--- config.mk ---
export PLATFORM = sky130hd
export DESIGN_NAME = rc4_key_ram
export DESIGN_NICKNAME = d
export VERILOG_FILES = /design/src/rtl/rc4_pkg.sv /design/src/rtl/rc4_key_ram.sv
export SDC_FILE = /design/constraint.sdc
export NUM_CORES = 2
export LEC_CHECK = 0
export ABC_AREA = 1
export ABC_CLOCK_PERIOD_IN_PS = 3400
export BUFFER_PORTS_ARGS = -buffer_cell sky130_fd_sc_hd__buf_4
export CAP_MARGIN = 10
export CORE_MARGIN = 2
export CORE_UTILIZATION = 60
export DETAILED_ROUTE_END_ITERATION = 12
export PLACE_DENSITY = 0.75
export SLEW_MARGIN = 30
export SYNTH_ARGS = -nofsm -noshare
export SYNTH_HDL_FRONTEND = slang
export SYNTH_SLANG_ARGS = --single-unit
--- constraint.sdc ---
create_clock -name clk -period 3.4 [get_ports clk]
set_input_delay 0.17 -clock clk [delete_from_list [all_inputs] [get_ports clk]]
set_output_delay 0.17 -clock clk [all_outputs]
set_load 0.005 [all_outputs]
--- src/rtl/rc4_pkg.sv ---
package rc4_pkg;

    localparam int BYTE_W     = 8;
    localparam int SBOX_DEPTH = 256;
    localparam int KEY_CNT_W  = 9;

    typedef logic [BYTE_W-1:0]    byte_t;
    typedef logic [KEY_CNT_W-1:0] key_cnt_t;

    // request kind carried on the input tuser bit
    typedef enum logic {
        REQ_KEY  = 1'b0,
        REQ_DATA = 1'b1
    } req_kind_t;

    // S-box port requests: one write port, two read ports
    typedef struct packed {
        logic  we;
        byte_t waddr;
        byte_t wdata;
        byte_t raddr_a;
        byte_t raddr_b;
    } sbox_req_t;

    // finished result handed to the output register
    typedef struct packed {
        logic  valid;
        byte_t data;
        logic  keyed;
    } res_t;

endpackage

--- src/rtl/rc4_key_ram.sv ---
module rc4_key_ram
    import rc4_pkg::*;
#(
    parameter int KEY_MAX_BYTES = 256,
    parameter int KA_W          = 8
)
(
    input  logic            clk,
    input  logic            we,
    input  logic [KA_W-1:0] waddr,
    input  byte_t           wdata,
    input  logic [KA_W-1:0] raddr,
    output byte_t           rdata
);

    byte_t key_mem [KEY_MAX_BYTES];
    byte_t rdata_reg;

    always_ff @(posedge clk)
    begin
        if (we)
        begin
            key_mem[waddr] <= wdata;
        end
        rdata_reg <= key_mem[raddr];
    end

    assign rdata = rdata_reg;

endmodule

After elaboration in Yosys (flattened, before gate mapping)
Memories as Yosys holds them, arrays and structs flattened. A register that Yosys moved wholly into a read port is not among the register bits.
Cells that the tools add are included.

cells by class
  multiplexer cells = 2

operators by type and width
  cell               count
  two-way mux 1 bit  2

storage, ports and cells
  memory bits (writable) = 2048
  bits in registers = 0
  memories kept = 1
  logic and storage cells = 3
  output and inout bits = 8
  bits of input ports = 26

memory list
  memory   words  width  rd ports  clocked after Yosys merged registers in  wr ports  RTL line           source
  key_mem  256    8      1         1                                        1         rc4_key_ram.sv:16  byte_t key_mem [KEY_MAX_BYTES];

Depth between registers and ports, before layout
  depth after elaboration = 2
  mapped depth = 15
  depth with buffers taken out = 11

Worst setup path before layout
No wires, ideal clock.

  path kind = input port to flip-flop
  start point = input port we
  end point = memory key_mem[162][0] (netlist bit), enable pin
  buffers on the path = 2
  setup time = 370 ps
  required time = 3030 ps
  path slack = 1739 ps
  stages = 4
  data arrival time = 1291 ps
  path through = clkbuf_1 -> nand3_1 -> clkbuf_1 -> nor2_1

on the way
  cells in the longest elaborated chain, start to end = 2

RTL lines
  item                                     RTL line           source
  from (decl)                              rc4_key_ram.sv:9   input logic we,
  two-way mux 1 bit                        rc4_key_ram.sv:21  if (we)
  two-way mux 1 bit (not written as such)  rc4_key_ram.sv:23  key_mem[waddr] <= wdata;
  to (decl)                                rc4_key_ram.sv:16

Every way passes these cells.

==> results.yml <==
finish:
  mostFrequentLayoutCell: "nand2_1"
  most-common-layout-cells: "2123 x nand2_1, 2048 x edfxtp_1, 2019 x nand3_1"
  antennaDiodeCount: 0
  fillers: 9592
  regArea_um2: 61700
  drive_above_1_share: 0.0719
  area_delta_synth_final_pct: 10.5
  multi_input_area_um2: 19100
  largest_reg_flops: 2048
  nets: 7017
critical_path:
  cp_data_required_time_ns: 4.14
  reg2reg_depth: 12
  criticalPathCategory: "in -> reg"
  cp-end-kind: "flop"
  start_kind: "primary input"
  cp_num_cells: 11
  critPathTopFamily: "buffers and inverters"
  cp_max_fo: 19
  path_cells: "dlygate4sd3_1 -> buf_4 -> inv_1 -> buf_4 -> nand3_1 -> nand3_1 -> nand2_1 -> nand2_1 -> dlygate4sd3_1 -> nand2_1 -> dlygate4sd3_1"
  arrival_ns: 3.59
  crit_buf_inv: 6
  crit_slowest_cell: "dlygate4sd3_1"
  max_stage_delay_ns: 0.57
timing:
  rsz0062_at_grt: "false"
  tns_ns: 0
  worst_pin_slew_ns: 1.05
  slew-limit-headroom: 0.297
  maxSlewViolCount: 0
  final-setup-viol-count: 0
  finClkSkew_ns: 0.0411
  hold_slack_ns: 0.165
  hold_viol: 0
  finalCritPeriodShare: 0.841
  fin_crit_ns: 2.86
  max_freq_mhz: 350
detailed_routing:
  wire_per_inst_um: 25.0
  vias_per_cell: 6.28
  wl_um: 224000
  vias: 56200
  drc: 0
  postRouteAntennaNets: 0
  drt_iter0_markers: 8883
  drt_pass1_iterations: 7
place:
  hpwl_um: 127000
  portBuffers: 33
  gp_congestion: 0.897
global_routing:
  grt_max_degree: 138
  overflow: 0
  grt_pass1_wl_um: 333000
  grt_pass1_vias: 53400
  grt_use_total: 0.315
  antenna_found_initial: 7
synth:
  syn_avg_cell_area_um2: 11.9
  synth-seq-area-share: 0.739
  synth_fp_nets: 7029
  syn_inst: 7003
  netlist_area_um2: 83400
  synth.distinct_cells: 14
  ys_ff_latch: 2056
  yosys_warnings: 0
clocking:
  clk_pin_slew_ns: 0.06
  clk_latency_ns: 0.85
  cts_buffers: 198
  cts_tree: "built"
  cts.sinks: 2056
  cts.repair.resized: 0
  h-tree-depth: 4
  clock_path_buffers: 3
  ctsRootBufferMaster: "clkbuf_16"
die:
  start_util: 0.606
  die_h_um: 377
  fp.dieW_um: 377
  boundaryPins: 34
  rows: 136
  core_area_um2: 138000
  dieArea_um2: 142000
hold_path:
  hp-class: "in -> reg"
  hold_depth: 5
pwr:
  p_per_area_nw_per_um2: 562
  ir_worst_vdd_v: 0.000563
  leakagePower_nw: 32.1
outcome:
  outcome: "finished, final reports clean"
job:
  drv_cap: 0
-- cell usage after synthesis --
cell type / count / area share
inv_1: 36 / 0.0016
inv_4: 1 / 0.000075
clkbuf_1: 112 / 0.0050
buf_1: 40 / 0.0018
dfxtp_1: 8 / 0.0019
edfxtp_1: 2048 / 0.74
buf_8: 1 / 0.00018
buf_2: 268 / 0.016
buf_4: 46 / 0.0041
nand3_1: 2019 / 0.12
nor2_1: 283 / 0.013
buf_6: 16 / 0.0022
nand2_1: 2123 / 0.096
inv_2: 2 / 0.000090
-- routing by layer --
layer	GRT usage	vias to the layer above	routed length, um	part of all wire
met5	0	-	99	0.00044
met4	0.123	16	8940	0.040
met3	0.0729	542	28800	0.13
met2	0.481	3722	102000	0.46
met1	0.444	27100	83600	0.37
li1	-	24800	-	-
-- metrics by stage --
stage | worst slack [ns] | area (um^2) | utilization | std cells | total power, mW
2_1_floorplan | 1.74 | 83400 | - | 7003 | 30.2
3_3_place_gp | 0.734 | 86000 | 0.625 | 8572 | 31.6
3_5_place_dp | 0.717 | 86000 | 0.625 | 8572 | 31.7
4_1_cts | 0.709 | 92100 | 0.669 | 8943 | 51.8
5_1_grt | 0.501 | 92100 | 0.669 | 8943 | 53.1
6_report | 0.542 | 92100 | 0.669 | 8943 | 51.8
-- layout make-up --
class,count,area share
clock inverter,98,0.00846
tap,1794,0.0244
timing repair buffer,271,0.0316
sequential,2056,0.669
clock buffer,260,0.0567
inverter,39,0.00196
multi-input combinational,4425,0.208
-- power breakdown --
part / internal (mW) / total (mW) / switching, mW
registers: 27.9 / 28.0 / 0.0294
clock network: 11.2 / 20.6 / 9.39
logic: 0.822 / 3.27 / 2.44
-- path summary, 6_finish.rpt --
path | slack (ns) | to | start
setup / recovery | 0.54 | rdata[7]$_DFF_P_ | raddr[5]
hold / removal | 0.17 | key_mem[125][1]$_DFFE_PP_ | waddr[7]
setup reg to reg | 0.64 | rdata[7]$_DFF_P_ | key_mem[219][7]$_DFFE_PP_
hold reg to reg | 0.99 | rdata[0]$_DFF_P_ | key_mem[144][0]$_DFFE_PP_
-- cell families after synthesis --
logic type	Yosys count	share of synthesized area
AND/OR/NAND/NOR	4425	0.229
buffers and inverters	522	0.0312
flip-flops	2056	0.739
-- worst min-delay path, cell delays in order --
cell	delay (ns)
buf_4	0.09
nor2_1	0.11
nand2_1	0.09
buf_4	0.23
nor2_1	0.12
-- repair_timing --
action,4_1_cts,5_1_grt
hold endpoints to repair,682,0
hold buffers,13,0
setup buffers,0,0
Note: power is estimated with default switching activity, not from simulation.
