`src/rtl/rc4_pkg.sv`:
```
package rc4_pkg;

    localparam int BYTE_W     = 8;
    localparam int SBOX_DEPTH = 256;
    localparam int KEY_CNT_W  = 9;

    typedef logic [BYTE_W-1:0]    byte_t;
    typedef logic [KEY_CNT_W-1:0] key_cnt_t;

    // request kind carried on the input tuser bit
    typedef enum logic {
        REQ_KEY  = 1'b0,
        REQ_DATA = 1'b1
    } req_kind_t;

    // S-box port requests: one write port, two read ports
    typedef struct packed {
        logic  we;
        byte_t waddr;
        byte_t wdata;
        byte_t raddr_a;
        byte_t raddr_b;
    } sbox_req_t;

    // finished result handed to the output register
    typedef struct packed {
        logic  valid;
        byte_t data;
        logic  keyed;
    } res_t;

endpackage

```
`src/rtl/rc4_sbox_ram.sv`:
```
module rc4_sbox_ram
    import rc4_pkg::*;
(
    input  logic      clk,
    input  sbox_req_t req,
    output byte_t     rd_a,
    output byte_t     rd_b
);

    byte_t sbox_mem [SBOX_DEPTH];
    byte_t rd_a_reg;
    byte_t rd_b_reg;

    // reads return the contents from before a write in the same cycle
    always_ff @(posedge clk)
    begin
        if (req.we)
        begin
            sbox_mem[req.waddr] <= req.wdata;
        end
        rd_a_reg <= sbox_mem[req.raddr_a];
        rd_b_reg <= sbox_mem[req.raddr_b];
    end

    assign rd_a = rd_a_reg;
    assign rd_b = rd_b_reg;

endmodule

```
`config.mk`:
```
export PLATFORM = sky130hd
export DESIGN_NAME = rc4_sbox_ram
export DESIGN_NICKNAME = d
export VERILOG_FILES = /design/src/rtl/rc4_pkg.sv /design/src/rtl/rc4_sbox_ram.sv
export SDC_FILE = /design/constraint.sdc
export NUM_CORES = 2
export LEC_CHECK = 0
export BUFFER_PORTS_ARGS = -buffer_cell sky130_fd_sc_hd__buf_2
export CAP_MARGIN = 20
export CORE_ASPECT_RATIO = 0.75
export CORE_MARGIN = 4
export CORE_UTILIZATION = 30
export DETAILED_ROUTE_END_ITERATION = 10
export PLACE_DENSITY = 0.45
export RECOVER_POWER = 50
export SLEW_MARGIN = 30
export SYNTH_ARGS = -nofsm -noshare
export SYNTH_HDL_FRONTEND = slang
export SYNTH_SLANG_ARGS = --single-unit
```
`constraint.sdc`:
```
create_clock -name clk -period 6.57 [get_ports clk]
set_input_delay 0.657 -clock clk [delete_from_list [all_inputs] [get_ports clk]]
set_output_delay 0.657 -clock clk [all_outputs]
set_load 0.01 [all_outputs]
```
-- Word-level counts from Yosys, hierarchy flattened
Memories as Yosys holds them, arrays and structs flattened. A register that Yosys moved wholly into a read port is not among the register bits.
Cells that the tools add are included.
Widths: inputs -> output; s select.
- $add $sub $neg: 0
- multiply operators: 0
- divide/modulo/power cells: 0
- $lt $le $gt $ge: 0
- equality and inequality tests: 0
- shift-type cells: 0
- multiplexer cells: 2
- bitwise operators: 0
- reduce and logical (&&, ||, !) cells: 0
- operators by type and width (operator ; count):
    $mux 1 ; 2
- register bits after elaboration: 0
- latch bits: 0
- RAM bits: 2048
- bits in read-only memories: 0
- input port bits: 34
- output and inout bits: 16
- word-level logic and storage cells: 3
- memories: 1
- memory list (name ; depth ; width ; rd ports ; clocked after Yosys merged registers in ; write ports ; line ; text):
    sbox_mem ; 256 ; 8 ; 2 ; 2 ; 1 ; rc4_sbox_ram.sv:10 ; byte_t sbox_mem [SBOX_DEPTH];

-- Logic depth before layout (Yosys ltp)
- depth after elaboration: 2
- mapped depth: 12

-- Least setup slack after synthesis
No wires, ideal clock.
- path kind: input -> register
- start point: input req[0] (netlist bit)
- end point: register rd_b_reg[0] (netlist: rd_b[0]), read port of sbox_mem
- setup time: 0.140 ns
- data arrival time: 2.558 ns
- required time: 6.430 ns
- path slack: 3.872 ns
- cell stages on the path: 9
- path through: buf_4 -> buf_6 -> buf_2 -> mux4_2 -> mux4_2 -> nand2_1 -> a21oi_1 -> a21oi_1 -> a221oi_2
- RTL lines (element ; line ; text):
    start: declaration ; rc4_sbox_ram.sv:5 ; input sbox_req_t req,
    end: declaration ; rc4_sbox_ram.sv:12 ; byte_t rd_b_reg;

-- Final worst setup path
- start point: input req[18] (netlist bit)
- end point: memory sbox_mem[37][2] (netlist bit) (data pin)
- RTL lines (element ; line):
    end: declaration ; rc4_sbox_ram.sv:10
Straight into the memory's write port.

==> report_table.html <==
<table>
<tr><th>Metric</th><th>Value</th></tr>
<tr><th colspan="2">STA</th></tr>
<tr><td>Setup TNS</td><td>0 ps</td></tr>
<tr><td>Final hold violation count</td><td>0</td></tr>
<tr><td>Number of max-slew violations in the final report</td><td>891</td></tr>
<tr><td>Final worst clock skew</td><td>53.82 ps</td></tr>
<tr><td>RSZ-0062 raised after global routing</td><td>no</td></tr>
<tr><td>Fin Hold WS</td><td>290.5 ps</td></tr>
<tr><td>Worst rel slew slack</td><td>-266.7%</td></tr>
<tr><td>Final Critical Period</td><td>4846 ps</td></tr>
<tr><td>Final setup vio count</td><td>0</td></tr>
<tr><td>Highest attainable clock frequency</td><td>0.2063 GHz</td></tr>
<tr><td>Fin crit share</td><td>73.77%</td></tr>
<tr><td>Measured slew at the worst slew-check pin</td><td>5500 ps</td></tr>
<tr><th colspan="2">Detailed routing</th></tr>
<tr><td>Final ANT Viol Nets</td><td>0</td></tr>
<tr><td>Post-detailed-route wirelength per cell</td><td>38.06 um</td></tr>
<tr><td>DRC violation count after routing</td><td>0</td></tr>
<tr><td>Total number of vias</td><td>55360</td></tr>
<tr><td>Final Routed Wirelength</td><td>360.5 mm</td></tr>
<tr><td>Via/cell ratio</td><td>5.845</td></tr>
<tr><td>Drt initial violations</td><td>8400</td></tr>
<tr><td>Detailed-routing iteration count for the pre-antenna-repair pass</td><td>6</td></tr>
<tr><th colspan="2">Yosys</th></tr>
<tr><td>Number of instances in the synthesized netlist</td><td>4847</td></tr>
<tr><td>Synth top area cells</td><td>sky130_fd_sc_hd__edfxtp_1 (63%), sky130_fd_sc_hd__mux4_2 (24%), sky130_fd_sc_hd__mux2i_1 (2.4%)</td></tr>
<tr><td>Yosys warns</td><td>0</td></tr>
<tr><td>Post-synthesis net count</td><td>4881</td></tr>
<tr><td>Biggest area consumer among synthesized cells</td><td>sky130_fd_sc_hd__edfxtp_1</td></tr>
<tr><td>Most instantiated library cell after synthesis</td><td>sky130_fd_sc_hd__edfxtp_1</td></tr>
<tr><td>Post-synthesis area per instance</td><td>20.01 um^2</td></tr>
<tr><td>Most instantiated flip-flop cell in the synthesis netlist</td><td>sky130_fd_sc_hd__edfxtp_1</td></tr>
<tr><td>Post-Synthesis Cell Area</td><td>96970 um^2</td></tr>
<tr><td>Asr flop ratio synth</td><td>0%</td></tr>
<tr><td>Synth cell count leaders</td><td>sky130_fd_sc_hd__edfxtp_1 (2048), sky130_fd_sc_hd__mux4_2 (1051), sky130_fd_sc_hd__nor2_1 (298)</td></tr>
<tr><td>EDFF count, synth</td><td>2048</td></tr>
<tr><td>Number of unique standard cell types used by synthesis</td><td>65</td></tr>
<tr><td>FF+latch count, synth</td><td>2064</td></tr>
<tr><td>Share of synthesized area occupied by flip-flops and latches</td><td>63.75%</td></tr>
<tr><td>Fraction of post-synthesis cell area in the top cell type by area</td><td>63.42%</td></tr>
<tr><th colspan="2">Power</th></tr>
<tr><td>Switching Fraction</td><td>24.54%</td></tr>
<tr><td>Peak supply drop</td><td>0.2167 mV</td></tr>
<tr><td>Share of power burned in registers</td><td>49.7%</td></tr>
<tr><td>Internal Pwr Total</td><td>22.15 mW</td></tr>
<tr><td>Switching power</td><td>7.204 mW</td></tr>
<tr><td>Logic pwr share</td><td>8.9%</td></tr>
<tr><td>Leakage</td><td>33.47 nW</td></tr>
<tr><td>PD cells</td><td>267.6 nW/um^2</td></tr>
<tr><td>Clk pwr share</td><td>41.3%</td></tr>
<tr><th colspan="2">Critical path</th></tr>
<tr><td>Largest stage delay, worst path</td><td>3600 ps</td></tr>
<tr><td>Gate family responsible for the most delay along the worst path</td><td>buffers and inverters</td></tr>
<tr><td>Crit path arrival time</td><td>5440 ps</td></tr>
<tr><td>Maximum fanout along the worst path</td><td>107</td></tr>
<tr><td>Start-to-end type of the worst setup path</td><td>primary input to flop</td></tr>
<tr><td>Kind of launch point of the worst setup path</td><td>primary input</td></tr>
<tr><td>CP Capture Type</td><td>flop</td></tr>
<tr><td>Sum of buffers and inverters on the critical path</td><td>2</td></tr>
<tr><td>Cells along the critical path</td><td>clkbuf_1, buf_4</td></tr>
<tr><td>Worst-path cell with the longest stage delay</td><td>sky130_fd_sc_hd__clkbuf_1</td></tr>
<tr><td>Worst endpoint required time</td><td>7160 ps</td></tr>
<tr><th colspan="2">Clocking</th></tr>
<tr><td>Number of buffers inserted to repair setup after CTS</td><td>0</td></tr>
<tr><td>TritonCTS clock tree</td><td>yes</td></tr>
<tr><td>Skew-Pair Late Insertion Delay</td><td>910 ps</td></tr>
<tr><td>Number of levels in the clock H-tree</td><td>4</td></tr>
<tr><td>Number of buffers between clock root and the deepest sink</td><td>4</td></tr>
<tr><td>Clock Sink Count</td><td>2064</td></tr>
<tr><td>Clock tree root driver cell</td><td>sky130_fd_sc_hd__clkbuf_16</td></tr>
<tr><td>Clock buffer count from CTS</td><td>220</td></tr>
<tr><td>Clock slew seen by the registers of the worst setup and hold paths</td><td>60 ps</td></tr>
<tr><td>CTS-repair resized insts</td><td>0</td></tr>
<tr><td>Hold-fix buffer count after cts</td><td>0</td></tr>
<tr><th colspan="2">Place</th></tr>
<tr><td>Placed cell areas</td><td>103000 um^2</td></tr>
<tr><td>Placed cell count</td><td>9058</td></tr>
<tr><td>Port buffer count</td><td>49</td></tr>
<tr><td>Gp weighted congestion</td><td>0.8721</td></tr>
<tr><td>HPWL Detailed</td><td>232.8 mm</td></tr>
<tr><th colspan="2">Floorplanning</th></tr>
<tr><td>Number of rows in the core area</td><td>180</td></tr>
<tr><td>Starting utilization of the core area</td><td>30.19%</td></tr>
<tr><td>Number of ports placed on the die boundary</td><td>50</td></tr>
<tr><td>Die footprint</td><td>332500 um^2</td></tr>
<tr><td>Floorplan die height</td><td>500.4 um</td></tr>
<tr><td>Die width</td><td>664.5 um</td></tr>
<tr><td>Placeable core area</td><td>321200 um^2</td></tr>
<tr><th colspan="2">Final layout</th></tr>
<tr><td>Flip-flop count of the largest register, all copies and words added</td><td>2048</td></tr>
<tr><td>Util after Layout</td><td>34.15%</td></tr>
<tr><td>Post-layout instance count excluding filler cells</td><td>9471</td></tr>
<tr><td>Net total in the final layout</td><td>5040</td></tr>
<tr><td>Share of post-route cells with drive strength above 1</td><td>35.84%</td></tr>
<tr><td>Post-synthesis to final-layout area growth</td><td>13.11%</td></tr>
<tr><td>Fin area</td><td>109700 um^2</td></tr>
<tr><th colspan="2">Global routing</th></tr>
<tr><td>Largest net degree at the start of global routing</td><td>195</td></tr>
<tr><td>Antenna violations before repair</td><td>46</td></tr>
<tr><td>Number of global-route vias before repair</td><td>54290</td></tr>
<tr><td>Global-route wire length before repair</td><td>487.1 mm</td></tr>
<tr><td>Grt ovf</td><td>0</td></tr>
<tr><td>Gr usage total</td><td>21.25%</td></tr>
<tr><th colspan="2">Flow run</th></tr>
<tr><td>Number of violations of the max-capacitance limit</td><td>13</td></tr>
<tr><th colspan="2">Min path</th></tr>
<tr><td>Class of the worst hold path</td><td>primary input to flop</td></tr>
<tr><th colspan="2">Outcome</th></tr>
<tr><td>Run status</td><td>finished, violations left</td></tr>
<tr><td>Violated checks</td><td>capacitance limit, slew limit</td></tr>
</table>
[cells by family (layout without fill, tap and decap cells)]
kind of cell,after synthesis,in the layout,share of synthesized area [%]
DFF,2064,2064,63.75
other,0,16,0
AOI/OAI and AO/OA,466,466,3.539
muxes,1325,1325,27.29
buffers and inverters,401,732,2.730
and+or+nand+nor,591,591,2.695
[power groups by stage]
stage / Clock [mW] / Sequential (mW) / Combinational, mW
2_1_floorplan: 0 / 14.8 / 1.44
3_3_place_gp: 0 / 14.9 / 2.59
3_5_place_dp: 0 / 14.9 / 2.61
4_1_cts: 12.4 / 14.6 / 2.61
5_1_grt: 12.9 / 14.6 / 2.71
6_report: 12.1 / 14.6 / 2.61
[cells in the final DEF, fill, tap and decap left out, types with 11 or more instances in the layout]
master and instances:
sky130_fd_sc_hd__nor2_1 203, sky130_fd_sc_hd__nand4_1 13, sky130_fd_sc_hd__o221ai_1 65, sky130_fd_sc_hd__buf_4 241
sky130_fd_sc_hd__clkinvlp_4 15, sky130_fd_sc_hd__buf_2 33, sky130_fd_sc_hd__edfxtp_1 2048, sky130_fd_sc_hd__mux4_2 1051
sky130_fd_sc_hd__o211ai_1 13, sky130_fd_sc_hd__a221oi_1 30, sky130_fd_sc_hd__nand3_1 43, sky130_fd_sc_hd__a211oi_1 27
sky130_fd_sc_hd__bufinv_16 12, sky130_fd_sc_hd__dfxtp_1 16, sky130_fd_sc_hd__mux2_2 38, sky130_fd_sc_hd__clkbuf_1 63
sky130_fd_sc_hd__buf_12 27, sky130_fd_sc_hd__nor2_2 94, sky130_fd_sc_hd__nor3_1 17, sky130_fd_sc_hd__clkbuf_16 222
sky130_fd_sc_hd__nor2b_1 20, sky130_fd_sc_hd__diode_2 16, sky130_fd_sc_hd__and2_1 11, sky130_fd_sc_hd__mux2i_1 236
sky130_fd_sc_hd__o22ai_1 48, sky130_fd_sc_hd__clkinv_2 41, sky130_fd_sc_hd__a22oi_1 60, sky130_fd_sc_hd__a22o_1 22
sky130_fd_sc_hd__clkinv_1 46, sky130_fd_sc_hd__o21ai_0 33, sky130_fd_sc_hd__a21oi_1 77, sky130_fd_sc_hd__nand2_1 111
[layout make-up]
class                      instances  area [um^2]
sequential                      2064        61820
clock inverter                   121        947.2
multi-input combinational       2382        32910
tap                             4277         5351
fill                           30280       211500
inverter                           6        27.53
timing repair buffer             332         2816
antenna                           16        40.04
clock buffer                     273         5777
[routing by layer]
layer | track usage, % | up-vias | wire length, um
met5 | 0 | - | 14
li1 | - | 21410 | -
met3 | 5.131 | 433 | 34400
met4 | 6.033 | 2 | 10070
met1 | 32.25 | 30530 | 162900
met2 | 30.06 | 2982 | 153100
[worst paths after layout]
check	startpoint	endpoint	slack, ps	cells past startpoint
max reg2reg	sbox_mem[208][5]	rd_b[5]	3610	6
max	req[18]	sbox_mem[37][2]	1720	2
min	req[19]	sbox_mem[245][3]	290	1
min reg2reg	sbox_mem[236][0]	rd_b[0]	1030	5
[metrics by stage]
stage	total power [mW]	worst slack [ps]
after global placement	17.46	1208
after floorplan	16.26	3872
final	29.36	1724
after detailed placement	17.48	1857
after CTS	29.57	2842
after global routing	30.23	1415
Power figures use the tool's default switching activity.
