**src/rtl/rc4_pkg.sv**
```systemverilog
package rc4_pkg;

    localparam int BYTE_W     = 8;
    localparam int SBOX_DEPTH = 256;
    localparam int KEY_CNT_W  = 9;

    typedef logic [BYTE_W-1:0]    byte_t;
    typedef logic [KEY_CNT_W-1:0] key_cnt_t;

    // request kind carried on the input tuser bit
    typedef enum logic {
        REQ_KEY  = 1'b0,
        REQ_DATA = 1'b1
    } req_kind_t;

    // S-box port requests: one write port, two read ports
    typedef struct packed {
        logic  we;
        byte_t waddr;
        byte_t wdata;
        byte_t raddr_a;
        byte_t raddr_b;
    } sbox_req_t;

    // finished result handed to the output register
    typedef struct packed {
        logic  valid;
        byte_t data;
        logic  keyed;
    } res_t;

endpackage

```
**src/rtl/rc4_engine.sv**
```systemverilog
module rc4_engine
    import rc4_pkg::*;
#(
    parameter int KEY_MAX_BYTES = 256,
    parameter int KA_W          = 8
)
(
    input  logic            clk,
    input  logic            rst_n,
    input  logic            s_tvalid,
    output logic            s_tready,
    input  byte_t           s_tdata,
    input  logic            s_tuser,
    input  logic            s_tlast,
    input  logic            out_free,
    output res_t            res,
    output sbox_req_t       sbox_req,
    input  byte_t           sbox_rd_a,
    input  byte_t           sbox_rd_b,
    output logic            key_we,
    output logic [KA_W-1:0] key_waddr,
    output byte_t           key_wdata,
    output logic [KA_W-1:0] key_raddr,
    input  byte_t           key_rd
);

    localparam key_cnt_t KEY_LIMIT = KEY_CNT_W'(KEY_MAX_BYTES);
    localparam byte_t    LAST_IDX  = BYTE_W'(SBOX_DEPTH - 1);

    typedef enum logic [3:0] {
        ST_IDLE,
        ST_PASS,
        ST_DAT_RD_J,
        ST_DAT_SWAP_I,
        ST_DAT_SWAP_J,
        ST_INIT,
        ST_KSA_RD,
        ST_KSA_J,
        ST_KSA_WI,
        ST_KSA_WJ
    } state_t;

    state_t          state_reg, state_next;
    byte_t           i_reg, i_next;
    byte_t           j_reg, j_next;
    key_cnt_t        key_count_reg, key_count_next;
    logic [KA_W-1:0] kidx_reg, kidx_next;
    logic            is_keyed_reg, is_keyed_next;
    byte_t           byte_reg, byte_next;
    byte_t           sa_reg, sa_next;
    byte_t           sb_reg, sb_next;
    byte_t           t_reg, t_next;
    key_cnt_t        key_len;
    byte_t           ks;

    assign key_len = (key_count_reg == '0) ? KEY_CNT_W'(1) : key_count_reg;

    // forward the swap writes that the keystream read may have missed
    always_comb
    begin
        if (t_reg == j_reg)
        begin
            ks = sa_reg;
        end
        else if (t_reg == i_reg)
        begin
            ks = sb_reg;
        end
        else
        begin
            ks = sbox_rd_a;
        end
    end

    always_comb
    begin
        state_next     = state_reg;
        i_next         = i_reg;
        j_next         = j_reg;
        key_count_next = key_count_reg;
        kidx_next      = kidx_reg;
        is_keyed_next  = is_keyed_reg;
        byte_next      = byte_reg;
        sa_next        = sa_reg;
        sb_next        = sb_reg;
        t_next         = t_reg;
        sbox_req       = '0;
        key_we         = 1'b0;
        key_waddr      = key_count_reg[KA_W-1:0];
        key_wdata      = s_tdata;
        key_raddr      = kidx_reg;
        res            = '0;
        s_tready       = (state_reg == ST_IDLE);

        unique case (state_reg)
            ST_IDLE:
            begin
                if (s_tvalid)
                begin
                    if (s_tuser == REQ_KEY)
                    begin
                        if (key_count_reg < KEY_LIMIT)
                        begin
                            key_we         = 1'b1;
                            key_count_next = key_count_reg + KEY_CNT_W'(1);
                        end
                        if (s_tlast)
                        begin
                            i_next     = '0;
                            state_next = ST_INIT;
                        end
                    end
                    else if (is_keyed_reg)
                    begin
                        i_next           = i_reg + 8'd1;
                        sbox_req.raddr_a = i_reg + 8'd1;
                        byte_next        = s_tdata;
                        state_next       = ST_DAT_RD_J;
                    end
                    else
                    begin
                        byte_next  = s_tdata;
                        state_next = ST_PASS;
                    end
                end
            end

            ST_PASS:
            begin
                if (out_free)
                begin
                    res        = '{valid: 1'b1, data: byte_reg, keyed: 1'b0};
                    state_next = ST_IDLE;
                end
            end

            ST_DAT_RD_J:
            begin
                j_next           = j_reg + sbox_rd_a;
                sbox_req.raddr_b = j_reg + sbox_rd_a;
                sa_next          = sbox_rd_a;
                state_next       = ST_DAT_SWAP_I;
            end

            ST_DAT_SWAP_I:
            begin
                sbox_req.we      = 1'b1;
                sbox_req.waddr   = i_reg;
                sbox_req.wdata   = sbox_rd_b;
                sbox_req.raddr_a = sa_reg + sbox_rd_b;
                sb_next          = sbox_rd_b;
                t_next           = sa_reg + sbox_rd_b;
                state_next       = ST_DAT_SWAP_J;
            end

            ST_DAT_SWAP_J:
            begin
                // hold here while the output register is full; the re-read stays valid
                sbox_req.we      = 1'b1;
                sbox_req.waddr   = j_reg;
                sbox_req.wdata   = sa_reg;
                sbox_req.raddr_a = t_reg;
                if (out_free)
                begin
                    res        = '{valid: 1'b1, data: byte_reg ^ ks, keyed: 1'b1};
                    state_next = ST_IDLE;
                end
            end

            ST_INIT:
            begin
                sbox_req.we    = 1'b1;
                sbox_req.waddr = i_reg;
                sbox_req.wdata = i_reg;
                i_next         = i_reg + 8'd1;
                if (i_reg == LAST_IDX)
                begin
                    j_next     = '0;
                    kidx_next  = '0;
                    state_next = ST_KSA_RD;
                end
            end

            ST_KSA_RD:
            begin
                sbox_req.raddr_a = i_reg;
                state_next       = ST_KSA_J;
            end

            ST_KSA_J:
            begin
                j_next           = j_reg + sbox_rd_a + key_rd;
                sbox_req.raddr_b = j_reg + sbox_rd_a + key_rd;
                sa_next          = sbox_rd_a;
                // advance the key index modulo the key length
                if (KEY_CNT_W'(kidx_reg) + KEY_CNT_W'(1) >= key_len)
                begin
                    kidx_next = '0;
                end
                else
                begin
                    kidx_next = kidx_reg + KA_W'(1);
                end
                state_next = ST_KSA_WI;
            end

            ST_KSA_WI:
            begin
                sbox_req.we    = 1'b1;
                sbox_req.waddr = i_reg;
                sbox_req.wdata = sbox_rd_b;
                state_next     = ST_KSA_WJ;
            end

            ST_KSA_WJ:
            begin
                sbox_req.we    = 1'b1;
                sbox_req.waddr = j_reg;
                sbox_req.wdata = sa_reg;
                i_next         = i_reg + 8'd1;
                if (i_reg == LAST_IDX)
                begin
                    j_next         = '0;
                    key_count_next = '0;
                    is_keyed_next  = 1'b1;
                    state_next     = ST_IDLE;
                end
                else
                begin
                    state_next = ST_KSA_RD;
                end
            end

            default:
            begin
                state_next = ST_IDLE;
            end
        endcase
    end

    always_ff @(posedge clk or negedge rst_n)
    begin
        if (!rst_n)
        begin
            state_reg     <= ST_IDLE;
            i_reg         <= '0;
            j_reg         <= '0;
            key_count_reg <= '0;
            kidx_reg      <= '0;
            is_keyed_reg  <= 1'b0;
        end
        else
        begin
            state_reg     <= state_next;
            i_reg         <= i_next;
            j_reg         <= j_next;
            key_count_reg <= key_count_next;
            kidx_reg      <= kidx_next;
            is_keyed_reg  <= is_keyed_next;
        end
    end

    always_ff @(posedge clk)
    begin
        byte_reg <= byte_next;
        sa_reg   <= sa_next;
        sb_reg   <= sb_next;
        t_reg    <= t_next;
    end

    a_res_fits: assert property (@(posedge clk) disable iff (!rst_n)
        res.valid |-> out_free)
        else $error("result issued while output register is occupied");

    a_no_write_idle: assert property (@(posedge clk) disable iff (!rst_n)
        (state_reg == ST_IDLE || state_reg == ST_PASS || state_reg == ST_DAT_RD_J)
        |-> !sbox_req.we)
        else $error("S-box written outside a swap or schedule step");

    a_key_count: assert property (@(posedge clk) disable iff (!rst_n)
        key_count_reg <= KEY_LIMIT)
        else $error("key count beyond key store depth");

    a_sched_done: assert property (@(posedge clk) disable iff (!rst_n)
        (state_reg == ST_KSA_WJ && i_reg == LAST_IDX)
        |=> (is_keyed_reg && i_reg == '0 && j_reg == '0 && key_count_reg == '0))
        else $error("schedule end did not clear indices and set keyed");

    a_keyed_res: assert property (@(posedge clk) disable iff (!rst_n)
        (res.valid && res.keyed) |-> is_keyed_reg)
        else $error("keyed result issued before a key was scheduled");

endmodule

```
**config.mk**
```make
export PLATFORM = sky130hd
export DESIGN_NAME = rc4_engine
export DESIGN_NICKNAME = d
export VERILOG_FILES = /design/src/rtl/rc4_pkg.sv /design/src/rtl/rc4_engine.sv
export SDC_FILE = /design/constraint.sdc
export NUM_CORES = 1
export LEC_CHECK = 0
export ABC_AREA = 1
export BUFFER_PORTS_ARGS = -buffer_cell sky130_fd_sc_hd__buf_2
export CAP_MARGIN = 20
export CELL_PAD_IN_SITES_DETAIL_PLACEMENT = 1
export CELL_PAD_IN_SITES_GLOBAL_PLACEMENT = 1
export CORE_MARGIN = 2
export CORE_UTILIZATION = 37
export CTS_CLUSTER_SIZE = 20
export DETAILED_ROUTE_END_ITERATION = 8
export GPL_TIMING_DRIVEN = 1
export PLACE_DENSITY = 0.75
export SETUP_SLACK_MARGIN = 0.15
export SYNTH_ARGS = -nofsm -noshare
export SYNTH_HDL_FRONTEND = slang
export SYNTH_SLANG_ARGS = --single-unit
```
**constraint.sdc**
```tcl
create_clock -name clk -period 3.3 [get_ports clk]
set_input_delay 0.66 -clock clk [delete_from_list [all_inputs] [get_ports clk]]
set_output_delay 0.66 -clock clk [all_outputs]
set_load 0.01 [all_outputs]
```
# After elaboration in Yosys (flattened, before gate mapping)
# Index checks and enable logic that the tools add are counted.
[op_classes]
add_sub_neg = 7
order_cmp = 2
eq_ne = 21
n_mux = 38
bitwise = 1
reduce_logical = 18
[op_table]
columns = ["op", "count"]
rows = [
  ["8-bit 2-to-1 mux", 11],
  ["17-bit case mux with 3 select lines", 1],
  ["8-bit case mux with 2 select lines", 3],
  ["9-bit 2-to-1 mux", 5],
  ["4-bit case mux with 9 select lines", 1],
  ["8-bit case mux with 4 select lines", 1],
  ["8-bit adder", 3],
  ["8-bit case mux with 3 select lines", 1],
  ["10-bit 2-to-1 mux", 2],
  ["4-bit 2-to-1 mux", 5],
  ["10-bit case mux with 2 select lines", 1],
  ["9-bit case mux with 2 select lines", 1],
  ["8-bit by 1-bit adder with 8-bit output, second input constant", 2],
  ["4-bit by 3-bit equality test with 1-bit output, second input constant", 4],
  ["8-bit equality test", 2],
  ["2-bit OR reduction", 5],
  ["8-bit by 1-bit adder with 9-bit output, second input constant", 1],
  ["9-bit by 1-bit adder with 9-bit output, second input constant", 1],
  ["9-bit greater-or-equal comparator", 1],
  ["9-bit logical NOT", 1],
  ["9-bit < comparator, second input constant", 1],
  ["4-bit by 2-bit equality test with 1-bit output, second input constant", 2],
  ["4-bit equality test, second input constant", 2],
  ["8-bit equality test, second input constant", 1],
  ["other kinds (16)", 29],
]
[word_totals]
reg_bits = 70
input_bits = 38
wordCells = 97

# Longest topological paths before layout
# Gate-level depths: netlist of the first run.
[depth]
word_depth = 6
mapped_depth = 19
mapped_depth_nobuf = 19

# Worst setup path before layout of the first run
# OpenSTA, ideal clock, no wires.
[synth_path]
path_kind = "input to output"
from = "in sbox_rd_a[0]"
to = "out sbox_req[7] (netlist bit)"
arrival_ps = 2819
required_time_ps = 2640
path_slack_ps = -179
path_stages = 19
n_path_buf = 0
cell_sequence = "ha_1 > inv_1 > fa_1 > nand3b_1 > nand2_1 > nand2_1 > nand2_1 > a21oi_1 > inv_1 > nand2_1 > and2_1 > ha_1 > nand2_1 > nor2_1 > a21boi_0 > nor2_1 > nand3b_1 > nand3_1 > nand2_1"
[synth_rtl]
columns = ["element", "line", "text"]
rows = [
  ["start: declaration", "rc4_engine.sv:18", "input byte_t sbox_rd_a,"],
  ["end: declaration", "rc4_engine.sv:17", "output sbox_req_t sbox_req,"],
]

==> impl_metrics.toml, run 1 <==
[sta]
fmax_ghz = 0.262
tightest_slew_ns = 0.981
setup_viol = 7
max_slew_margin = 0.343
fin_skew_ns = 0.00501
fin_setup_tns_ns = -2.65
rsz0062_at_grt = "yes"
fin_crit_sh = 1.16
finalCriticalPeriod_ns = 3.81
setup_ws_ns = -0.514
hold_slack_ns = 0.436
slew_viol_final = 0
hold_viol = 0

[cts]
h-tree-depth = 3
cts_tree = "built"
cts_hold_buffers = 0
clkTransAtPathRegs_ns = 0.06
cts_sinks = 70
max-clock-path-buffers = 2
clk_latency_ns = 0.35
root_buffer = "clkbuf_16"
cts_made_buffers = 9

[pwr]
pwr-share-comb = 0.619
power_switching_share = 0.465
finalPower_w = 0.00643
peakVddDrop_uv = 544
power_frac_seq = 0.223
clockPowerShare = 0.158
p_int_w = 0.00344
p_leak_nw = 3.74
power.density_mw_per_mm2 = 868
p_sw_w = 0.00299

[critical_path]
path_class = "flip-flop to output pin"
cp_data_required_time_ns = 2.64
crit_end = "sbox_req[5]"
worstPathArrival_ns = 3.15
reg2regPathDepth = 26
worst-path-buf-inv = 7
cp.depth = 18
crit_path_max_fanout = 3
cp_slowest_cell = "dfrtp_2"
r2r_slack_ns = -0.27
start_kind = "flip-flop"
cp_slowest_stage_delay_ns = 0.41
cpLargestDelayFamily = "buffers and inverters"
crit_path_start = "j_reg[0]$_DFFE_PN0P_"
end_kind = "output pin"
r2r_end = "j_reg[6]$_DFFE_PN0P_"
path_cells = "ha_4 > inv_2 > fa_2 > buf_4 > buf_4 > buf_6 > buf_6 > xnor2_4 > ha_4 > buf_12 > a21oi_4 > nand2_2 > nand3_2 > nand2_2 > a21oi_2 > o21ai_2 > nand2_1 > buf_2"
r2r_start = "j_reg[0]$_DFFE_PN0P_"

[finish]
largest_reg_flops = 9
multiInputGateArea_mm2 = 0.00348
regArea_mm2 = 0.00191
drive_above_1_share = 0.295
fin_util = 0.489
syn2layout_area_growth_pct = 29.3
fin_nets = 1009
fillers = 1936
antenna_cells = 0

[synth]
ys_seq_area_frac = 0.334
syn_area_mm2 = 0.00573
synth_fa_ha_area_frac = 0.0869
synth_compound_area_frac = 0.114
syn_avg_cell_area_um2 = 7.31
synth_top_family_by_area = "simple AND/OR/NAND/NOR gates"
synthCells = 784
synth_mux_area_frac = 0
synth_xor_area_frac = 0.0413
synth-simple-area-share = 0.315
yosysWarnings = 0
yosys.cell_types.count = 44
synth_top_cell_area_share = 0.168
syn-num-nets = 860
ys_ff_latch = 70
synth_top_cell_by_area = "edfxtp_1"
synth.area.top_cells = "edfxtp_1, dfrtp_1, nand2_1"

[detailed_routing]
drt-pass1-iter-count = 4
ant_nets = 0
routedWlPerCell_um = 18.1
drcViolationCount = 0
vias = 6007
drt_iter0_drc = 271
drt-total-wl_um = 20400
vias_per_cell = 5.33

[placement]
io_buffers = 106
hpwl_um = 15400
post-place-ws_ns = -0.593
gp_congestion = 0.871

[job]
drv_cap = 0

[grt]
grt_pass1_wl_um = 31700
grt_pass1_vias = 6044
antenna_found_initial = 0
globalRouteOverflowTotal = 0
track_usage = 0.251
grt_max_degree = 39

[floorplan]
num_rows = 45
die_x_um = 128
io_pins = 107
core_area_mm2 = 0.0151
die_y_um = 128
die_area_mm2 = 0.0165
initial_core_util = 0.378

[run_status]
status = "finished, violations left"
violations = "negative setup slack"

[hold_path]
min_path_type = "primary input to asynchronous set/reset pin"
power groups by stage:
stage / registers (W) / clock network (W) / logic [W]
2_1_floorplan: 0.00131 / 0 / 0.00210
3_3_place_gp: 0.00143 / 0 / 0.00310
3_5_place_dp: 0.00143 / 0 / 0.00319
4_1_cts: 0.00142 / 0.00103 / 0.00363
5_1_grt: 0.00146 / 0.00106 / 0.00438
6_report: 0.00143 / 0.00101 / 0.00398
layout by cell type (no fill, tap or decap), types with 3 or more instances in the layout:
cell type  netlist  layout
o2111ai_1        4       4
xor2_1          17      17
clkbuf_16        0      11
o211ai_2         3       3
o21bai_1         5       5
nand2_1        222     207
clkbuf_1         0       3
ha_4             0       7
buf_4           19      55
nand3_1         86      81
a21oi_1         26      18
o221ai_1         7       7
buf_2            8     102
o21ai_0         24      20
a21oi_2          0       7
nand3b_1         3       3
buf_6            1       8
nor2_4           4       6
or2_2            6       5
edfxtp_1        32      32
nor2_2           8       9
inv_2           13      14
o22ai_1         10       9
nand4_1         16      16
ha_1            35      28
nor2_1          35      32
xnor2_1         10       7
o21ai_1         17      19
dfrtp_1         38      37
nand3_2          2       7
nand2_2          6      19
nor3_1           4       4
inv_1          103     101
metrics by stage:
step / instances / instance area [µm²]
after floorplan: 784 / 5740
after global placement: 1088 / 6600
after detailed placement: 1088 / 6600
after CTS: 1121 / 7220
after global routing: 1126 / 7410
final: 1126 / 7410
worst min path at each step:
stage / startpoint / endpoint / slack, ns / cells after the start
floorplan: rst_n / i_reg[0]$_DFFE_PN0P_ / 0.36 / 0
global placement: is_keyed_reg$_DFFE_PN0P_ / is_keyed_reg$_DFFE_PN0P_ / 0.53 / 2
detailed placement: is_keyed_reg$_DFFE_PN0P_ / is_keyed_reg$_DFFE_PN0P_ / 0.53 / 2
CTS: rst_n / i_reg[6]$_DFFE_PN0P_ / 0.47 / 1
global route: rst_n / i_reg[7]$_DFFE_PN0P_ / 0.49 / 1
finish: rst_n / i_reg[6]$_DFFE_PN0P_ / 0.44 / 1
cells by family after synthesis:
group                      Yosys count
and+or+nand+nor                    399
buffers and inverters              144
AOI/OAI and AO/OA                  106
DFF                                 70
adders and majority gates           38
xor gates and xnor gates            27
metal layers:
metal | vias to the layer above | track usage | part of all wire
met5 | - | 0 | 0
met4 | 0 | 0.131 | 0.038
met3 | 44 | 0.0370 | 0.036
met2 | 143 | 0.432 | 0.49
met1 | 2939 | 0.306 | 0.43
li1 | 2881 | - | -
repair_timing:
item | 4_1_cts | 5_1_grt
endpoints found under the setup margin | 7 | 17
cloned | 0 | 0
buffers inserted | 17 | 5
gates resized for setup | 42 | 30
pin swaps | 20 | 24
layout make-up:
class                      count  share of cell area
timing repair buffer         166               0.140
tap                          188              0.0318
clock buffer                  15              0.0405
sequential                    70               0.258
clock inverter                 1             0.00101
multi-input combinational    570               0.470
inverter                     116              0.0594
cell usage after synthesis, drive strengths merged:
library cell	count
a21boi	1
a21o	1
a21oi	26
a22o	1
a31o	1
a31oi	1
and2	1
buf	28
dfrtp	38
edfxtp	32
fa	3
ha	35
inv	116
nand2	228
nand3	88
nand3b	3
nand4	16
nor2	48
nor3	7
nor4	2
o2111ai	4
o211ai	5
o21ai	41
o21bai	5
o221ai	7
o22ai	11
o311ai	1
o31ai	1
or2	6
xnor2	10
xor2	17
Note: power is estimated with default switching activity, not from simulation.
==> inputs of run 2 (changes only) <==
--- a/config.mk
+++ b/config.mk
@@ -11,12 +11,13 @@
 export CELL_PAD_IN_SITES_DETAIL_PLACEMENT = 1
 export CELL_PAD_IN_SITES_GLOBAL_PLACEMENT = 1
 export CORE_MARGIN = 2
-export CORE_UTILIZATION = 37
+export CORE_UTILIZATION = 41
 export CTS_CLUSTER_SIZE = 20
 export DETAILED_ROUTE_END_ITERATION = 8
 export GPL_TIMING_DRIVEN = 1
-export PLACE_DENSITY = 0.75
+export PLACE_DENSITY = 0.79
 export SETUP_SLACK_MARGIN = 0.15
 export SYNTH_ARGS = -nofsm -noshare
 export SYNTH_HDL_FRONTEND = slang
 export SYNTH_SLANG_ARGS = --single-unit
+export TNS_END_PERCENT = 30
==> constraint.sdc (replaced) <==
create_clock -name clk -period 4.02 [get_ports clk]
set_input_delay 0.804 -clock clk [delete_from_list [all_inputs] [get_ports clk]]
set_output_delay 0.804 -clock clk [all_outputs]
set_load 0.01 [all_outputs]
==> run 2 against run 1 <==
The flow now finishes without violations. Sequential share of layout area rose by 1.8 points. Utilization grew 1.3 points. Non-clock buffer count fell by 27. Setup slack improved by 0.52 ns. Clock skew rose by 0.0024 ns. Combinational power is 31% lower. Count of clock-buffer cells in the layout decreased by 4. Clock power down 22%. Register-to-register slack improved by 0.38 ns. Critical path depth increased by 7. Global-route usage rose by 3.2 points. Routed wire length increased by 1.4%. Critical endpoint is now j_reg[7]$_DFFE_PN0P_. Largest power group unchanged.
==> impl_metrics.toml, run 2 (synthesized netlist as in run 1, its figures left out) <==
[cts]
cts_hold_buffers = 0
h-tree-depth = 3
max-clock-path-buffers = 2
clk_latency_ns = 0.35
cts_tree = "built"
clkTransAtPathRegs_ns = 0.06
cts_made_buffers = 9
root_buffer = "clkbuf_16"
cts_sinks = 70

[sta]
max_slew_margin = 0.275
slew_viol_final = 0
tightest_slew_ns = 1.07
fmax_ghz = 0.249
rsz0062_at_grt = "yes"
finalCriticalPeriod_ns = 4.02
fin_crit_sh = 0.999
fin_setup_tns_ns = 0
hold_viol = 0
fin_skew_ns = 0.00745
setup_viol = 0

[critical_path]
path_class = "primary input to flip-flop"
cp_data_required_time_ns = 4.29
crit_path_max_fanout = 4
end_kind = "flip-flop"
worstPathArrival_ns = 4.28
start_kind = "primary input"
r2r_slack_ns = 0.11
reg2regPathDepth = 26

[finish]
fin_nets = 982
drive_above_1_share = 0.238
final_common_cell = "nand2_1"
largest_reg_flops = 9
antenna_cells = 0
syn2layout_area_growth_pct = 20.8
layout_common_cells = "nand2_1, buf_2, inv_1"
stdcell_area_mm2 = 0.00692
fin_util = 0.502
final_cells = 1091

[floorplan]
die_area_mm2 = 0.0149
die_y_um = 122
die_x_um = 122
core_area_mm2 = 0.0138
io_pins = 107
num_rows = 43
initial_core_util = 0.416

[detailed_routing]
drt_iter0_drc = 331
vias = 5977
drt-pass1-iter-count = 6
vias_per_cell = 5.48
drcViolationCount = 0
drt-total-wl_um = 20700
routedWlPerCell_um = 19.0
ant_nets = 0

[grt]
grt_pass1_wl_um = 32600
track_usage = 0.283
globalRouteOverflowTotal = 0
antenna_found_initial = 0
grt_pass1_vias = 6289
grt_max_degree = 39

[placement]
gp_congestion = 0.871
io_buffers = 106
placed_cells = 1054
hpwl_um = 15600
place_area_mm2 = 0.00638

[pwr]
finalPower_w = 0.00472
power.density_mw_per_mm2 = 682
peakVddDrop_uv = 240
p_leak_nw = 3.54

[run_status]
status = "finished, final reports clean"

[hold_path]
min_path_cells = 2
min_path_type = "flip-flop to flip-flop"

[job]
drv_cap = 0
==> run 2: cell types whose count changed in the layout (fill, tap and decap cells not counted), sizes merged <==
cell and change:
clkbuf -4, buf -27, clkinv +3, bufinv +1
==> run 2: metal layers <==
| metal | routed length (µm) | GRT usage | vias up |
|---|---|---|---|
| li1 | - | - | 2832 |
| met1 | 8730 | 0.345 | 2966 |
| met2 | 10600 | 0.507 | 141 |
| met3 | 853 | 0.0390 | 38 |
| met4 | 552 | 0.106 | 0 |
| met5 | 0 | 0 | - |
==> run 2: area by class of cell <==
type / count / area (µm²)
clock buffer: 11 / 233
clock inverter: 5 / 50.0
fill: 1811 / 6850
inverter: 116 / 435
multi-input combinational: 570 / 3280
sequential: 70 / 1910
tap: 180 / 225
timing repair buffer: 139 / 788
==> run 2: worst max-delay path, stage by stage <==
cell,delay [ns]
buf_2,0.14
ha_4,0.27
or2_2,0.32
nand2_1,0.14
nor2_1,0.06
nor2_1,0.14
xnor2_1,0.19
ha_1,0.31
nand2_2,0.09
nor2_1,0.04
a21boi_2,0.15
nor2_2,0.11
nand3b_1,0.11
nand3_1,0.10
buf_4,0.15
buf_4,0.12
buf_4,0.12
buf_4,0.12
buf_4,0.12
buf_4,0.12
buf_4,0.12
buf_4,0.12
buf_4,0.12
buf_4,0.12
nand3_1,0.08
==> run 2: final timing paths <==
check,from,endpoint
hold reg to reg,i_reg[7]$_DFFE_PN0P_,i_reg[7]$_DFFE_PN0P_
hold / removal,i_reg[7]$_DFFE_PN0P_,i_reg[7]$_DFFE_PN0P_
setup reg to reg,j_reg[0]$_DFFE_PN0P_,j_reg[7]$_DFFE_PN0P_
setup / recovery,sbox_rd_a[2],j_reg[7]$_DFFE_PN0P_
min in group asynchronous,rst_n,i_reg[4]$_DFFE_PN0P_
max in group asynchronous,rst_n,j_reg[2]$_DFFE_PN0P_
==> run 2: what timing repair did <==
item | in CTS | in global routing
hold endpoints to repair | 0 | 0
endpoints found under the setup margin | 4 | 6
setup buffers | 20 | 1
pin swaps | 12 | 10
gates resized for setup | 17 | 8
==> run 2: through the flow <==
step                      setup WS [ns]  hold slack [ns]
after CTS                        0.0272            0.556
final                           0.00341            0.548
after detailed placement         -0.185            0.542
after global placement          -0.0799            0.517
after floorplan                   0.253            0.495
after global routing             -0.145            0.582
==> run 2: power by group <==
group	internal, W	total, W	switching (W)	leakage, nW
sequential	0.000938	0.00118	0.000245	0.793
combinational	0.00103	0.00274	0.00172	2.61
clock	0.000476	0.000790	0.000314	0.135
==> inputs of run 3 (changes only) <==
--- a/config.mk
+++ b/config.mk
@@ -5,17 +5,18 @@
 export SDC_FILE = /design/constraint.sdc
 export NUM_CORES = 1
 export LEC_CHECK = 0
-export ABC_AREA = 1
+export ABC_AREA = 0
 export BUFFER_PORTS_ARGS = -buffer_cell sky130_fd_sc_hd__buf_2
 export CAP_MARGIN = 20
 export CELL_PAD_IN_SITES_DETAIL_PLACEMENT = 1
 export CELL_PAD_IN_SITES_GLOBAL_PLACEMENT = 1
 export CORE_MARGIN = 2
-export CORE_UTILIZATION = 41
+export CORE_UTILIZATION = 43
 export CTS_CLUSTER_SIZE = 20
 export DETAILED_ROUTE_END_ITERATION = 8
 export GPL_TIMING_DRIVEN = 1
 export PLACE_DENSITY = 0.79
+export RECOVER_POWER = 50
 export SETUP_SLACK_MARGIN = 0.15
 export SYNTH_ARGS = -nofsm -noshare
 export SYNTH_HDL_FRONTEND = slang
==> run 3 against run 2 <==
The run now ends with max-capacitance violations, max-slew violations, negative setup slack left. Sequential cell count did not move. Fmax fell by 5.6%. Hold slack improved by 0.0084 ns. Sequential share of layout area rose by 1.3 points. Combinational power fell by 4%. Via count fell by 13%. Die area fell by 8.7%. Sequential power fell by 7%. Synthesized area fell by 4.5%. Non-clock buffer count rose by 6. Synthesized cell count fell by 25%. Critical endpoint is now sbox_req[7]. Largest cell class unchanged. Highest routed layer unchanged.
==> impl_metrics.toml, run 3 <==
[finish]
antenna_cells = 0
syn2layout_area_growth_pct = 20.9
layout_common_cells = "buf_2, nand2_1, clkbuf_1"
stdcell_area_mm2 = 0.00662
largest_reg_flops = 9
final_common_cell = "buf_2"
fin_nets = 780
drive_above_1_share = 0.214

[cts]
h-tree-depth = 3
clk_latency_ns = 0.35
cts_sinks = 70
clkTransAtPathRegs_ns = 0.06
root_buffer = "clkbuf_16"
cts_made_buffers = 9
max-clock-path-buffers = 2
cts_tree = "built"

[detailed_routing]
vias = 5183
vias_per_cell = 5.88
drcViolationCount = 0
drt-pass1-iter-count = 5
routedWlPerCell_um = 20.5
drt_iter0_drc = 493
ant_nets = 0
drt-total-wl_um = 18100

[run_status]
status = "finished, violations left"
violations = "max-capacitance violations, max-slew violations, negative setup slack"

[sta]
slew_viol_final = 39
setup_viol = 4
hold_slack_ns = 0.556
fin_skew_ns = 0.00710
fin_setup_tns_ns = -0.605
fin_crit_sh = 1.06
setup_ws_ns = -0.233
max_slew_margin = -0.538
hold_viol = 0
tightest_slew_ns = 2.31
fmax_ghz = 0.235
rsz0062_at_grt = "yes"
finalCriticalPeriod_ns = 4.25

[grt]
met1_usage = 0.347
grt_use_met2 = 0.448
grt_pass1_vias = 5335
antenna_found_initial = 0
grt_pass1_wl_um = 27900
track_usage = 0.271
grt_use_met3 = 0.0469
globalRouteOverflowTotal = 0
grt_max_degree = 39
grt.busiest_layer = "met2"

[floorplan]
io_pins = 107
initial_core_util = 0.437
core_area_mm2 = 0.0125
die_y_um = 117
num_rows = 41
die_x_um = 117
die_area_mm2 = 0.0136

[synth]
syn-num-nets = 662
ys_seq_area_frac = 0.349
yosysWarnings = 0
synth.area.top_cells = "edfxtp_1, dfrtp_1, ha_1"
synth_top_cell_by_area = "edfxtp_1"
synth_ff_type = "dfrtp_1"
async_flop_share = 0.543
synthCells = 586
yosysMostFrequentCell = "nand2_1"
netlist_top_cells_count = "nand2_1, nor2_1, dfrtp_1, ha_1, inv_1"
syn_avg_cell_area_um2 = 9.34
synth_top_cell_area_share = 0.176
yosys.cell_types.count = 69
ys_ff_latch = 70
synth_edf_count = 32
syn_area_mm2 = 0.00547

[hold_path]
min_path_cells = 1
min_path_type = "flip-flop to flip-flop"

[pwr]
power.density_mw_per_mm2 = 687
finalPower_w = 0.00454
peakVddDrop_uv = 310
p_leak_nw = 3.03

[critical_path]
worstPathArrival_ns = 3.45
cp.depth = 18
path_class = "primary input to output pin"
worst-path-buf-inv = 3
path_cells = "buf_8 > ha_4 > inv_2 > fa_2 > nor2b_1 > o21ai_1 > nand2b_1 > a21oi_2 > mux2i_2 > nand2_2 > ha_4 > o21a_1 > nor2_1 > a41o_1 > xor2_1 > xnor2_1 > o22ai_2 > buf_2"
cpLargestDelayFamily = "adder cells"
start_kind = "primary input"
cp_slowest_stage_delay_ns = 0.38
cp_slowest_cell = "fa_2"
crit_path_max_fanout = 3
end_kind = "output pin"
cp_data_required_time_ns = 3.22
reg2regPathDepth = 18
crit_top_cell = "ha_4"

[placement]
hpwl_um = 13500
gp_congestion = 0.869
place_area_mm2 = 0.00627
io_buffers = 106
post-place-ws_ns = -0.300

[job]
drv_cap = 1
-- run 3: cells by family (layout without fill, tap and decap cells) --
group / count (synthesis) / in the layout / share of synthesized area
flip-flops: 70 / 70 / 0.349
XOR/XNOR: 48 / 48 / 0.0768
AO/OA/AOI/OAI: 167 / 167 / 0.224
buffers and inverters: 74 / 197 / 0.0654
AND/OR/NAND/NOR: 174 / 174 / 0.165
multiplexers: 15 / 15 / 0.0279
adder cells (fa/ha/maj): 38 / 38 / 0.0910
-- run 3: cell type report --
class,instances,area (µm²)
fill,1525,5900
multi-input combinational,442,3290
sequential,70,1910
timing repair buffer,145,766
clock buffer,12,246
tap,172,215
inverter,36,135
clock inverter,4,47.5
-- run 3: layer usage --
| layer | part of all wire | vias to the layer above |
|---|---|---|
| met1 | 0.42 | 2571 |
| met3 | 0.057 | 38 |
| met5 | 0 | - |
| met2 | 0.49 | 184 |
| li1 | - | 2390 |
| met4 | 0.031 | 0 |
-- run 3: per-stage QoR --
stage / util / instances
2_1_floorplan: - / 586
3_3_place_gp: 0.501 / 858
3_5_place_dp: 0.501 / 858
4_1_cts: 0.530 / 878
5_1_grt: 0.528 / 881
6_report: 0.528 / 881
-- run 3: report_power, final --
part | total [W] | internal [W] | switching [W]
clock network | 0.000820 | 0.000496 | 0.000324
registers | 0.00110 | 0.000889 | 0.000214
logic | 0.00262 | 0.00122 | 0.00139
-- run 3: repair_timing --
item / in CTS / in global routing
endpoints found under the setup margin: 4 / 4
gates resized for setup: 7 / 7
pin swaps: 12 / 7
endpoints found under the hold margin: 0 / 0
setup buffers: 4 / 3
hold buffers: 0 / 0
-- run 3: worst paths after layout --
kind / slack [ns] / endpoint / start
min in group asynchronous: 1.15 / key_raddr[5]$_DFFE_PN0P_ / rst_n
hold reg to reg: 0.56 / is_keyed_reg$_DFFE_PN0P_ / is_keyed_reg$_DFFE_PN0P_
hold / removal: 0.56 / is_keyed_reg$_DFFE_PN0P_ / is_keyed_reg$_DFFE_PN0P_
max in group asynchronous: 1.56 / i_reg[5]$_DFFE_PN0P_ / rst_n
setup / recovery: -0.23 / sbox_req[7] / sbox_rd_a[0]
setup reg to reg: 0.76 / j_reg[7]$_DFFE_PN0P_ / j_reg[0]$_DFFE_PN0P_
-- run 3: worst register-to-register path, stage by stage, from the launching register on --
cell	delay, ns
dfrtp_1	0.39
ha_4	0.16
inv_2	0.04
fa_2	0.38
nor2b_1	0.14
o21ai_1	0.08
nand2b_1	0.12
a21oi_2	0.08
mux2i_2	0.21
nand2_2	0.10
ha_4	0.28
o21a_1	0.12
nor2_1	0.04
a41o_1	0.22
xor2_1	0.15
xnor2_1	0.24
buf_4	0.15
buf_4	0.10
o221ai_1	0.11
